$ cat config.mk
export PLATFORM = sky130hd
export DESIGN_NAME = sorted_list_engine_flat
export DESIGN_NICKNAME = d
export VERILOG_FILES = /design/src/rtl/sle_pkg.sv /design/src/rtl/sle_req_if.sv /design/src/rtl/sle_rsp_if.sv /design/src/rtl/sorted_list_engine.sv /design/src/rtl/sle_cell.sv /design/src/rtl/sle_scan.sv /design/src/flat_wrapper.sv
export SDC_FILE = /design/constraint.sdc
export NUM_CORES = 2
export LEC_CHECK = 0
export BUFFER_PORTS_ARGS = -buffer_cell sky130_fd_sc_hd__buf_2
export CORE_ASPECT_RATIO = 1.5
export CORE_MARGIN = 4
export CORE_UTILIZATION = 45
export DETAILED_ROUTE_END_ITERATION = 7
export HOLD_SLACK_MARGIN = 0.15
export PLACE_DENSITY_LB_ADDON = 0.08
export SYNTH_ARGS = -nofsm -noshare
export SYNTH_HDL_FRONTEND = slang
export SYNTH_SLANG_ARGS = --single-unit
$ cat constraint.sdc
create_clock -name clk -period 8.5 [get_ports clk]
set_clock_uncertainty 0.1 [all_clocks]
set_input_delay 1.275 -clock clk [delete_from_list [all_inputs] [get_ports clk]]
set_output_delay 1.275 -clock clk [all_outputs]
set_load 0.005 [all_outputs]
$ cat src/rtl/sle_pkg.sv
// Shared types and constants of the sorted list engine.
// Used by the channel interfaces, the cells, the scan logic and the top level.
package sle_pkg;

  // Fixed payload widths of the request and response items.
  localparam int CMD_W    = 3;
  localparam int VAL_W    = 32;
  localparam int STATUS_W = 2;
  localparam int POS_W    = 4;
  localparam int LEN_W    = 5;

  // Command codes carried by a request item.
  typedef enum logic [CMD_W-1:0] {
    CMD_INSERT    = 3'd0,
    CMD_REM_HEAD  = 3'd1,
    CMD_REM_TAIL  = 3'd2,
    CMD_REM_VALUE = 3'd3,
    CMD_FIND      = 3'd4
  } cmd_t;

  // Status codes carried by a response item.
  typedef enum logic [STATUS_W-1:0] {
    STAT_OK        = 2'd0,
    STAT_EMPTY     = 2'd1,
    STAT_NOT_FOUND = 2'd2,
    STAT_FULL      = 2'd3
  } status_t;

  // Control sequencer states.
  typedef enum logic {
    S_IDLE  = 1'b0,
    S_APPLY = 1'b1
  } state_t;

  // Shift orders broadcast to every cell of the chain.
  typedef struct packed {
    logic insert;
    logic remove;
  } cell_upd_t;

endpackage

$ cat src/rtl/sle_req_if.sv
// Request channel of the sorted list engine: valid/ready plus command and value.
// Depends on sle_pkg for the payload widths.
interface sle_req_if import sle_pkg::*; ();
  logic                    valid;
  logic                    ready;
  logic [CMD_W-1:0]        command;
  logic signed [VAL_W-1:0] value;

  modport source (output valid, output command, output value, input ready);
  modport sink (input valid, input command, input value, output ready);
endinterface

$ cat src/rtl/sle_rsp_if.sv
// Response channel of the sorted list engine: valid/ready plus the result fields.
// Depends on sle_pkg for the payload widths.
interface sle_rsp_if import sle_pkg::*; ();
  logic                    valid;
  logic                    ready;
  logic [STATUS_W-1:0]     status;
  logic signed [VAL_W-1:0] removed_value;
  logic [POS_W-1:0]        position;
  logic [LEN_W-1:0]        length;

  modport source (output valid, output status, output removed_value, output position,
                  output length, input ready);
  modport sink (input valid, input status, input removed_value, input position,
                input length, output ready);
endinterface

$ cat src/rtl/sorted_list_engine.sv
// Sorted list engine: a chain of DEPTH cells keeps signed values in order.
// Every cell compares in the accept cycle and registers its flag; the chain then scans
// and shifts in the apply step, which registers the result. No new item is taken
// until the apply step is done, and a waiting result holds the apply step. Reset
// clears the count, mode, cell flags and handshake; cell entries are left as they
// are and only entries below the count are ever read.
module sorted_list_engine import sle_pkg::*; #(
  parameter int DEPTH = 16
) (
  input  logic     clk,
  input  logic     rst,
  sle_req_if.sink  request,
  sle_rsp_if.source response,
  input  logic     cfg_wr_en,
  input  logic     cfg_wr_data
);

  localparam int IW = $clog2(DEPTH);
  localparam int CW = $clog2(DEPTH + 1);

  state_t                  state;
  state_t                  state_next;
  cmd_t                    cmd_hold;
  logic signed [VAL_W-1:0] value_hold;
  logic [CW-1:0]           count;
  logic [CW-1:0]           count_next;
  logic                    descending;

  logic                    accept;
  logic                    slot_free;
  logic                    apply_go;
  cell_upd_t               upd;
  status_t                 status_sel;
  logic [IW-1:0]           pos_sel;
  logic signed [VAL_W-1:0] removed_sel;
  logic [IW+POS_W-1:0]     pos_wide;
  logic [CW+LEN_W-1:0]     len_wide;

  logic                    rsp_valid;
  status_t                 rsp_status;
  logic signed [VAL_W-1:0] rsp_removed;
  logic [POS_W-1:0]        rsp_position;
  logic [LEN_W-1:0]        rsp_length;

  logic [DEPTH-1:0]        valid_vec;
  logic [DEPTH-1:0]        flags;
  logic [DEPTH-1:0]        first;
  logic [DEPTH-1:0]        incl;
  logic                    any;
  logic [IW-1:0]           scan_pos;
  logic signed [VAL_W-1:0] scan_value;
  logic signed [VAL_W-1:0] values [DEPTH];
  logic signed [VAL_W-1:0] left_values [DEPTH];
  logic signed [VAL_W-1:0] right_values [DEPTH];
  logic [DEPTH-1:0]        valid_right;

  assign accept    = request.valid && request.ready;
  assign slot_free = !rsp_valid || response.ready;

  // Mode register.
  always_ff @(posedge clk) begin
    if (rst) begin
      descending <= 1'b0;
    end else if (cfg_wr_en) begin
      descending <= cfg_wr_data;
    end
  end

  // Sequencer: next state.
  always_comb begin
    case (state)
      S_IDLE:  state_next = accept ? S_APPLY : S_IDLE;
      S_APPLY: state_next = slot_free ? S_IDLE : S_APPLY;
      default: state_next = S_IDLE;
    endcase
  end

  // Sequencer: outputs.
  always_comb begin
    case (state)
      S_IDLE: begin
        request.ready = 1'b1;
        apply_go      = 1'b0;
      end
      S_APPLY: begin
        request.ready = 1'b0;
        apply_go      = slot_free;
      end
      default: begin
        request.ready = 1'b0;
        apply_go      = 1'b0;
      end
    endcase
  end

  always_ff @(posedge clk) begin
    if (rst) begin
      state <= S_IDLE;
    end else begin
      state <= state_next;
    end
  end

  // Hold the accepted item for the apply step.
  always_ff @(posedge clk) begin
    if (accept) begin
      cmd_hold   <= cmd_t'(request.command);
      value_hold <= request.value;
    end
  end

  // Occupied cells form a run from the head, given by the count.
  always_comb begin
    for (int i = 0; i < DEPTH; i++) begin
      valid_vec[i] = count > CW'(i);
    end
  end

  // Neighbour wiring of the chain; the ends see an empty neighbour.
  always_comb begin
    for (int i = 0; i < DEPTH; i++) begin
      left_values[i]  = (i == 0) ? '0 : values[(i == 0) ? 0 : i - 1];
      right_values[i] = (i == DEPTH - 1) ? '0 : values[(i == DEPTH - 1) ? i : i + 1];
      valid_right[i]  = (i == DEPTH - 1) ? 1'b0
                                         : valid_vec[(i == DEPTH - 1) ? i : i + 1];
    end
  end

  genvar g;
  generate
    for (g = 0; g < DEPTH; g++) begin : g_cell
      sle_cell u_cell (
        .clk         (clk),
        .rst         (rst),
        .load        (accept),
        .command     (cmd_t'(request.command)),
        .key         (request.value),
        .descending  (descending),
        .valid       (valid_vec[g]),
        .valid_right (valid_right[g]),
        .upd         (upd),
        .first       (first[g]),
        .incl        (incl[g]),
        .left_value  (left_values[g]),
        .right_value (right_values[g]),
        .ins_value   (value_hold),
        .value       (values[g]),
        .flag        (flags[g])
      );
    end
  endgenerate

  sle_scan #(.DEPTH(DEPTH)) u_scan (
    .flags     (flags),
    .values    (values),
    .first     (first),
    .incl      (incl),
    .any       (any),
    .position  (scan_pos),
    .hit_value (scan_value)
  );

  // Decide the outcome of the held command from the scan.
  always_comb begin
    upd         = '0;
    status_sel  = STAT_OK;
    pos_sel     = '0;
    removed_sel = '0;
    count_next  = count;
    case (cmd_hold)
      CMD_INSERT: begin
        if (count == CW'(DEPTH)) begin
          status_sel = STAT_FULL;
        end else begin
          upd.insert = 1'b1;
          pos_sel    = scan_pos;
          count_next = count + 1'b1;
        end
      end
      CMD_REM_HEAD, CMD_REM_TAIL, CMD_REM_VALUE: begin
        if (count == '0) begin
          status_sel = STAT_EMPTY;
        end else if (!any) begin
          status_sel = STAT_NOT_FOUND;
        end else begin
          upd.remove  = 1'b1;
          pos_sel     = scan_pos;
          removed_sel = scan_value;
          count_next  = count - 1'b1;
        end
      end
      CMD_FIND: begin
        if (count == '0) begin
          status_sel = STAT_EMPTY;
        end else if (!any) begin
          status_sel = STAT_NOT_FOUND;
        end else begin
          pos_sel = scan_pos;
        end
      end
      default: begin
        status_sel = STAT_OK;
      end
    endcase
    if (!apply_go) begin
      upd        = '0;
      count_next = count;
    end
  end

  assign pos_wide = {{POS_W{1'b0}}, pos_sel};
  assign len_wide = {{LEN_W{1'b0}}, count_next};

  // Entry count.
  always_ff @(posedge clk) begin
    if (rst) begin
      count <= '0;
    end else if (apply_go) begin
      count <= count_next;
    end
  end

  // Result register; a new item may be taken while a result waits here.
  always_ff @(posedge clk) begin
    if (rst) begin
      rsp_valid <= 1'b0;
    end else if (apply_go) begin
      rsp_valid <= 1'b1;
    end else if (response.ready) begin
      rsp_valid <= 1'b0;
    end
  end

  always_ff @(posedge clk) begin
    if (apply_go) begin
      rsp_status   <= status_sel;
      rsp_removed  <= removed_sel;
      rsp_position <= pos_wide[POS_W-1:0];
      rsp_length   <= len_wide[LEN_W-1:0];
    end
  end

  assign response.valid         = rsp_valid;
  assign response.status        = rsp_status;
  assign response.removed_value = rsp_removed;
  assign response.position      = rsp_position;
  assign response.length        = rsp_length;

  // The count never passes the number of cells.
  a_count_bound: assert property (@(posedge clk) disable iff (rst)
    count <= CW'(DEPTH))
    else $error("entry count beyond depth");

  // At most one cell is chosen by the scan.
  a_first_onehot: assert property (@(posedge clk) disable iff (rst)
    $onehot0(first))
    else $error("more than one cell chosen");

  // A result only appears after an apply step.
  a_rsp_after_apply: assert property (@(posedge clk) disable iff (rst)
    $rose(rsp_valid) |-> $past(state == S_APPLY))
    else $error("result without apply step");

  // A successful insert grows the list by exactly one.
  a_insert_count: assert property (@(posedge clk) disable iff (rst)
    upd.insert |=> count == $past(count + 1'b1))
    else $error("insert did not grow the count");

  // Nothing is applied while an item is awaited.
  a_no_apply_idle: assert property (@(posedge clk) disable iff (rst)
    (state == S_IDLE) |-> (upd == '0))
    else $error("cells shifted while idle");

endmodule

$ cat src/rtl/sle_cell.sv
// One cell of the list chain: holds one entry and its compare flag.
// Depends on sle_pkg for command codes and the shift order struct.
module sle_cell import sle_pkg::*; (
  input  logic                    clk,
  input  logic                    rst,
  input  logic                    load,
  input  cmd_t                    command,
  input  logic signed [VAL_W-1:0] key,
  input  logic                    descending,
  input  logic                    valid,
  input  logic                    valid_right,
  input  cell_upd_t               upd,
  input  logic                    first,
  input  logic                    incl,
  input  logic signed [VAL_W-1:0] left_value,
  input  logic signed [VAL_W-1:0] right_value,
  input  logic signed [VAL_W-1:0] ins_value,
  output logic signed [VAL_W-1:0] value,
  output logic                    flag
);

  logic flag_next;
  logic order_hit;

  // An insert lands ahead of the first entry not on the near side of the key.
  assign order_hit = descending ? (value <= key) : (value >= key);

  // Compare the broadcast key with this entry for the incoming command.
  always_comb begin
    case (command)
      CMD_INSERT:    flag_next = !valid || order_hit;
      CMD_REM_HEAD:  flag_next = valid;
      CMD_REM_TAIL:  flag_next = valid && !valid_right;
      CMD_REM_VALUE: flag_next = valid && (value == key);
      CMD_FIND:      flag_next = valid && (value == key);
      default:       flag_next = 1'b0;
    endcase
  end

  // The flag is captured when an item is accepted.
  always_ff @(posedge clk) begin
    if (rst) begin
      flag <= 1'b0;
    end else if (load) begin
      flag <= flag_next;
    end
  end

  // Cells at or beyond the chosen place shift towards the tail or the head.
  always_ff @(posedge clk) begin
    if (upd.insert && incl) begin
      value <= first ? ins_value : left_value;
    end else if (upd.remove && incl) begin
      value <= right_value;
    end
  end

endmodule

$ cat src/rtl/sle_scan.sv
// Scan across the cell flags: first hit, cells at or after it, its index and entry.
// Depends on sle_pkg for the value width.
module sle_scan import sle_pkg::*; #(
  parameter int DEPTH = 16
) (
  input  logic [DEPTH-1:0]                flags,
  input  logic signed [VAL_W-1:0]         values [DEPTH],
  output logic [DEPTH-1:0]                first,
  output logic [DEPTH-1:0]                incl,
  output logic                            any,
  output logic [$clog2(DEPTH)-1:0]        position,
  output logic signed [VAL_W-1:0]         hit_value
);

  localparam int IW = $clog2(DEPTH);

  logic [DEPTH-1:0] prefix;

  // Log-depth prefix OR: bit i is set when any flag at index i or below is set.
  always_comb begin
    prefix = flags;
    for (int k = 0; k < IW; k++) begin
      prefix = prefix | (prefix << (1 << k));
    end
  end

  assign incl  = prefix;
  assign first = flags & ~(prefix << 1);
  assign any   = prefix[DEPTH-1];

  // The first hit is one-hot, so its index and entry are simple OR reductions.
  always_comb begin
    position  = '0;
    hit_value = '0;
    for (int i = 0; i < DEPTH; i++) begin
      if (first[i]) begin
        position  = position | IW'(i);
        hit_value = hit_value | values[i];
      end
    end
  end

endmodule
$ cat src/flat_wrapper.sv
// flat-port wrapper written by rule: the top's interface ports become plain ports
module sorted_list_engine_flat import sle_pkg::*;
#(
  parameter int DEPTH = 16
)
  (clk, rst, cfg_wr_en, cfg_wr_data, request_valid, request_command, request_value, request_ready, response_valid, response_status, response_removed_value, response_position, response_length, response_ready);
  sle_req_if request_i ();
  sle_rsp_if response_i ();
  input  logic clk;
  input  logic rst;
  input  logic cfg_wr_en;
  input  logic cfg_wr_data;
  input wire logic [$bits(request_i.valid)-1:0] request_valid;
  input wire logic [$bits(request_i.command)-1:0] request_command;
  input wire logic [$bits(request_i.value)-1:0] request_value;
  output wire logic [$bits(request_i.ready)-1:0] request_ready;
  output wire logic [$bits(response_i.valid)-1:0] response_valid;
  output wire logic [$bits(response_i.status)-1:0] response_status;
  output wire logic [$bits(response_i.removed_value)-1:0] response_removed_value;
  output wire logic [$bits(response_i.position)-1:0] response_position;
  output wire logic [$bits(response_i.length)-1:0] response_length;
  input wire logic [$bits(response_i.ready)-1:0] response_ready;
  assign request_i.valid = request_valid;
  assign request_i.command = request_command;
  assign request_i.value = request_value;
  assign request_ready = request_i.ready;
  assign response_valid = response_i.valid;
  assign response_status = response_i.status;
  assign response_removed_value = response_i.removed_value;
  assign response_position = response_i.position;
  assign response_length = response_i.length;
  assign response_i.ready = response_ready;
  sorted_list_engine #(.DEPTH(DEPTH)) u_core (.clk(clk), .rst(rst), .request(request_i), .response(response_i), .cfg_wr_en(cfg_wr_en), .cfg_wr_data(cfg_wr_data));
endmodule
* Word level (Yosys, flattened, before mapping) *
Index checks and enable logic that the tools add are counted.

storage, ports and cells
  latch bits = 0
  bits in read-only memories = 0
  word-level logic and storage cells = 400
  flip-flop bits (word level) = 614
  input bits = 41
  memories = 0
  output and inout bits = 45
  bits in writable memories = 0

cells by class
  muxes and demuxes = 136
  bitwise gates (word level) = 24
  div/mod/pow operators = 0
  add/subtract/negate cells = 2
  $mul = 0
  eq/ne operators = 25
  magnitude comparators = 48
  reduce and logical (&&, ||, !) cells = 123
  shift operators = 0

operators by type and width
  cell                                                           count
  two-way mux 32 bit                                             64
  equality test 32 bit                                           16
  greater-or-equal comparator 32 bit                             16
  <= comparator 32 bit                                           16
  bitwise OR 32 bit                                              15
  logical AND 1 bit                                              64
  bitwise OR 16 bit                                              4
  one-hot mux 1 bit (4 select lines)                             15
  two-way mux 4 bit                                              11
  greater-than comparator 5 x 4 -> 1 bit, second input constant  8
  nonzero test 2 bit                                             17
  two-way mux 1 bit                                              26
  greater-than comparator 5 x 3 -> 1 bit, second input constant  4
  zero test 1 bit                                                17
  logical OR 1 bit                                               17
  bitwise AND 16 bit                                             1
  NOT 16 bit                                                     1
  two-way mux 5 bit                                              3
  equality test 3 x 2 -> 1 bit, second input constant            4
  two-way mux 2 bit                                              6
  two-way mux 3 bit                                              4
  greater-than comparator 5 x 1 -> 1 bit, second input constant  2
  greater-than comparator 5 x 2 -> 1 bit, second input constant  2
  one-hot mux 5 bit (2 select lines)                             1
  15 further kinds                                               24

* Longest topological paths before layout *
  depth after elaboration = 37
  gate-level depth with buffers = 12
  gate-level depth less buffers = 10

* By module *
From an unflattened synthesis, not the netlist that was laid out.

unflattened totals
  cell total of the unflattened synthesis = 5154
  area total of the unflattened synthesis = 48281.3 µm²

modules (own cells, without submodules)
  module              area an instance (µm²)  times used  sequential area each (µm²)  cells each
  sle_cell            2552.4                  16          980.9                       268
  sle_scan            3898.7                  1           0.0                         612
  sorted_list_engine  3543.4                  1           2502.4                      254

* Least setup slack after synthesis *
OpenSTA, ideal clock, no wires.

  path type = in2reg
  start point = input port response_ready
  end point = register u_core.g_cell[15].u_cell.value[0], enable pin
  library setup time = 658 ps
  stages = 8
  slack = 3046 ps
  required time = 7742 ps
  arrival = 4696 ps
  buffers on the path = 2
  path through = nand2b_1 > nand2_1 > clkinv_1 > and2_1 > clkbuf_1 > nand2_1 > clkbuf_1 > o21ai_0

on the way
  cells in the longest elaborated chain, start to end = 5
  elaborated cells on any way between the ends = 6
  classes of those cells = 2 x mux; 4 x reduce/logical

ends and longest elaborated chain
  what                                     line                            source
  start, declared                          flat_wrapper.sv:22              input wire logic [$bits(response_i.ready)-1:0] response_ready;
  logical OR 1 bit (*)                     sorted_list_engine.sv:58        assign slot_free = !rsp_valid || response.ready;
  one-hot mux 1 bit (2 select lines) (*)   sorted_list_engine.sv:80        case (state)
  named net u_core.apply_go                sorted_list_engine.sv:31        logic apply_go;
  two-way mux 2 bit (*)                    sorted_list_engine.sv:205       if (!apply_go) begin
  logical AND 1 bit (on tied branches)     sle_cell.sv:51, sle_cell.sv:53
  nonzero test 2 bit (no source line) (*)  n/a
  end signal, assigned                     sle_cell.sv:52                  value <= first ? ins_value : left_value;
  end signal, assigned                     sle_cell.sv:54                  value <= right_value;
  end, declared                            sle_cell.sv:18                  output logic signed [VAL_W-1:0] value,

Mark *: on every way through the listed nets, which the timed path passes. The rest lies on a longest branch.
A chain may end at the register's enable or synchronous reset.

* Worst setup path in the final report *
  start point = input port request_value[21]
  end point = register u_core.g_cell[12].u_cell.flag

on the way
  cells in the longest elaborated chain, start to end = 4
  elaborated cells on any way between the ends = 7
  classes of those cells = 2 x order compare; 1 x eq/ne; 2 x mux; 2 x reduce/logical

ends and longest elaborated chain
  what                                                                               line                source
  start, declared                                                                    flat_wrapper.sv:15  input wire logic [$bits(request_i.value)-1:0] request_value;
  greater-or-equal comparator 32 bit / <= comparator 32 bit (equally long branches)  sle_cell.sv:26      assign order_hit = descending ? (value <= key) : (value >= key);
  two-way mux 1 bit                                                                  sle_cell.sv:26
  logical OR 1 bit                                                                   sle_cell.sv:31      CMD_INSERT: flag_next = !valid || order_hit;
  one-hot mux 1 bit (4 select lines) (*)                                             sle_cell.sv:30      case (command)
  end signal, assigned                                                               sle_cell.sv:45      flag <= flag_next;
  end, declared                                                                      sle_cell.sv:19      output logic flag

Mark *: on every way between the ends. The rest lies on a longest branch, timed or not.

==> results.toml <==
[worst_setup_path]
path_class = "in2reg"
r2r-start = "u_core.count[1]"
crit_arrival_ns = 5.30
rr_worst_depth = 9
rrSetupSlack_ns = 3.97
worstSetupEndpointType = "flip-flop"
timing.rr.end = "u_core.g_cell[11].u_cell.value[27]"
cp_max_fo = 16
cp.required_ns = 8.96
setup.worst_path.start_class = "input port"

[global_routing]
grt_max_degree = 72
grt_pass1_vias = 36310
antenna_found_initial = 0
grt_remaining_overflow = 0
gr-usage-all-layers_pct = 29.77
grt_pass1_wl_um = 235800

[synthesis]
yosysWarnings = 0
synth-adder-area-share_pct = 14.57
synth-seq-area-share_pct = 40.98
synth_top_family_by_area = "compound AO/OA/AOI/OAI gates"
synthFlopType = "edfxtp_1"
synth_cell_types = 74
synth.area.top_cells = "edfxtp_1 40%, ha_1 15%, mux2i_1 8.1%"
synth_edf_count = 590
synth_compound_area_share_pct = 18.29
synthArstFlopShare_pct = 0
synthXorXnorAreaFrac_pct = 0.4339
yosys.area.top_type = "edfxtp_1"
synthCells = 4577
syn_nets = 5135
synth-simple-area-share_pct = 13.59
synth_top_area_share_pct = 39.90
synth_area_um2 = 44400
synth.ff_latch_count = 614
synthMuxAreaShare_pct = 8.930
postSynthAreaPerCell_um2 = 9.702

[clocking]
cts_setup_buffers = 0
cts_buffers = 71
worstSkewPairLatency_ns = 0.67
ctsResizeCount = 0
clock-sinks = 614
clockBufferDepth = 3
cts_root_buf = "clkbuf_16"
clk_pin_slew_ns = 0.07
cts-hold-fix-buffers = 0
htreeDepth = 3
cts_tree = "done"

[floorplanning]
die_area_um2 = 103900
die_h_um = 392.7
coreArea_um2 = 97570
ios = 86
start_util_pct = 45.51
die_w_um = 264.5
rows = 140

[min_path]
hp-start = "u_core.response.valid"
hold_end = "u_core.response.valid"
hold_depth = 2
min_path_type = "reg2reg"

[timing]
fmax_mhz = 206.3
worst_pin_slew_ns = 1.214
setup_tns_ns = 0
setup_viol = 0
final.period_utilization_pct = 57.02
period_needed_ns = 4.847
hold_violations = 0
rsz0062_at_grt = "false"
slew_viol_final = 0
maxSlewHeadroom_pct = 18.37

[flow_run]
cap_viol_max_count = 0

[final_layout]
drive_gt1_share_pct = 7.672
syn_to_final_growth_pct = 8.560
layout.cells.non_filler = 5840
diodes = 0
final_nets = 5064
fillers = 9201

[route]
wl_per_cell_um = 27.26
drc = 0
viasPerCell = 6.399
ant_nets = 0
first_iter_violations = 3407
vias = 37370
first_pass_iters = 8
routed_wl_um = 159200

[pwr]
cellPowerDensity_nw_per_um2 = 151.2
cellLeakagePower_nw = 19.35
ir_worst_vdd_mv = 0.1198

[placed_design]
dpl.cell_count = 5711
portBuffers = 85
routabilityCongestion = 0.9803
hpwl_um = 117700

[outcome]
status = "complete, no violations"
## sequential cells by signal (all words and copies together) (netlist names), 2 cells and up
signal	cells
u_core.count	5
u_core.g_cell.u_cell.value	512
u_core.cmd_hold	3
u_core.response.status	2
u_core.response.removed_value	32
u_core.value_hold	32
u_core.response.length	5
u_core.response.position	4
u_core.g_cell.u_cell.flag	16
## power breakdown
group	total, mW	internal, mW	switching (mW)
combinational	0.741	0.248	0.492
sequential	3.42	3.33	0.0916
clock	3.13	1.75	1.37
## worst max-delay path, stage by stage
cell,delay [ns]
buf_2,0.11
inv_1,0.64
ha_1,0.28
and4_1,0.20
nand4_1,0.28
nor4_1,0.93
o31ai_1,0.53
a31oi_1,0.40
xnor2_1,0.24
o2111ai_1,0.16
a22o_1,0.23
## cells by family after synthesis
group	after synthesis
XOR/XNOR	22
AO/OA/AOI/OAI	1310
flip-flops	614
AND/OR/NAND/NOR	1371
adder cells (fa/ha/maj)	517
multiplexers	392
buffers and inverters	351
## worst max-delay path by stage
stage | startpoint | slack (ns) | cells after the start | to
after global placement | request_value[25] | 2.97 | 11 | u_core.g_cell[12].u_cell.flag
after CTS | request_value[25] | 3.70 | 11 | u_core.g_cell[12].u_cell.flag
final | request_value[21] | 3.65 | 11 | u_core.g_cell[12].u_cell.flag
after detailed placement | request_value[25] | 3.01 | 11 | u_core.g_cell[12].u_cell.flag
after floorplan | response_ready | 3.05 | 8 | u_core.g_cell[15].u_cell.value[0]
after global routing | request_value[27] | 3.54 | 11 | u_core.g_cell[12].u_cell.flag
## synthesized netlist by cell type (all sizes together) (10+ instances only)
library cell,count
a21o,34
nand4,96
nor4,18
a211oi,29
dfxtp,24
a22oi,176
nor2,262
ha,517
a211o,10
nand3,101
a21oi,339
and4,14
mux2,33
xnor2,21
o211ai,18
clkbuf,218
nor3,38
inv,66
mux2i,359
a221oi,78
o31ai,10
nor2b,24
o22ai,11
o21ai,384
and2,16
edfxtp,590
nand2,738
and3,18
a31oi,133
buf,66
a221o,46
## stage by stage
step	cell area, um2	power [mW]	utilization [%]	hold slack, ns	setup WS, ns
global placement	45950	4.201	47.10	0.4024	2.967
global route	48210	7.520	49.41	0.4323	3.541
floorplan	44400	3.901	-	0.3811	3.046
finish	48210	7.290	49.41	0.3985	3.653
detailed placement	45950	4.210	47.10	0.3994	3.008
CTS	48210	7.331	49.41	0.4075	3.697
## layer usage
layer | track usage [%] | part of all wire [%] | vias up
met2 | 51.09 | 49 | 1447
met1 | 37.09 | 40 | 18210
met5 | 0 | 0 | -
met3 | 3.085 | 5.9 | 329
li1 | - | - | 17380
met4 | 15.64 | 5.7 | 0
## cell usage in the layout (no fill, tap or decap), types with 37 or more instances in the layout
cell type / count
buf_2: 85
clkbuf_16: 73
a31oi_1: 133
ha_1: 517
mux2i_1: 359
edfxtp_1: 590
o21ai_0: 379
nand3_1: 101
a22oi_1: 176
a221oi_1: 78
inv_1: 65
nor3_1: 37
a21oi_1: 335
nand2_1: 725
nor2_1: 243
buf_4: 55
nand4_1: 95
a221o_1: 46
## final cells by class
type                    count  area [um2]  area share [%]
flip-flops and latches    614       18200           37.76
clock inverters            40       337.8          0.7008
clock buffers              89        1917           3.976
multi-input cells        3612       25060           51.99
well taps                1278        1599           3.317
inverters                  67       251.5          0.5217
repair buffers            140       838.3           1.739
Note: power is estimated with default switching activity, not from simulation.
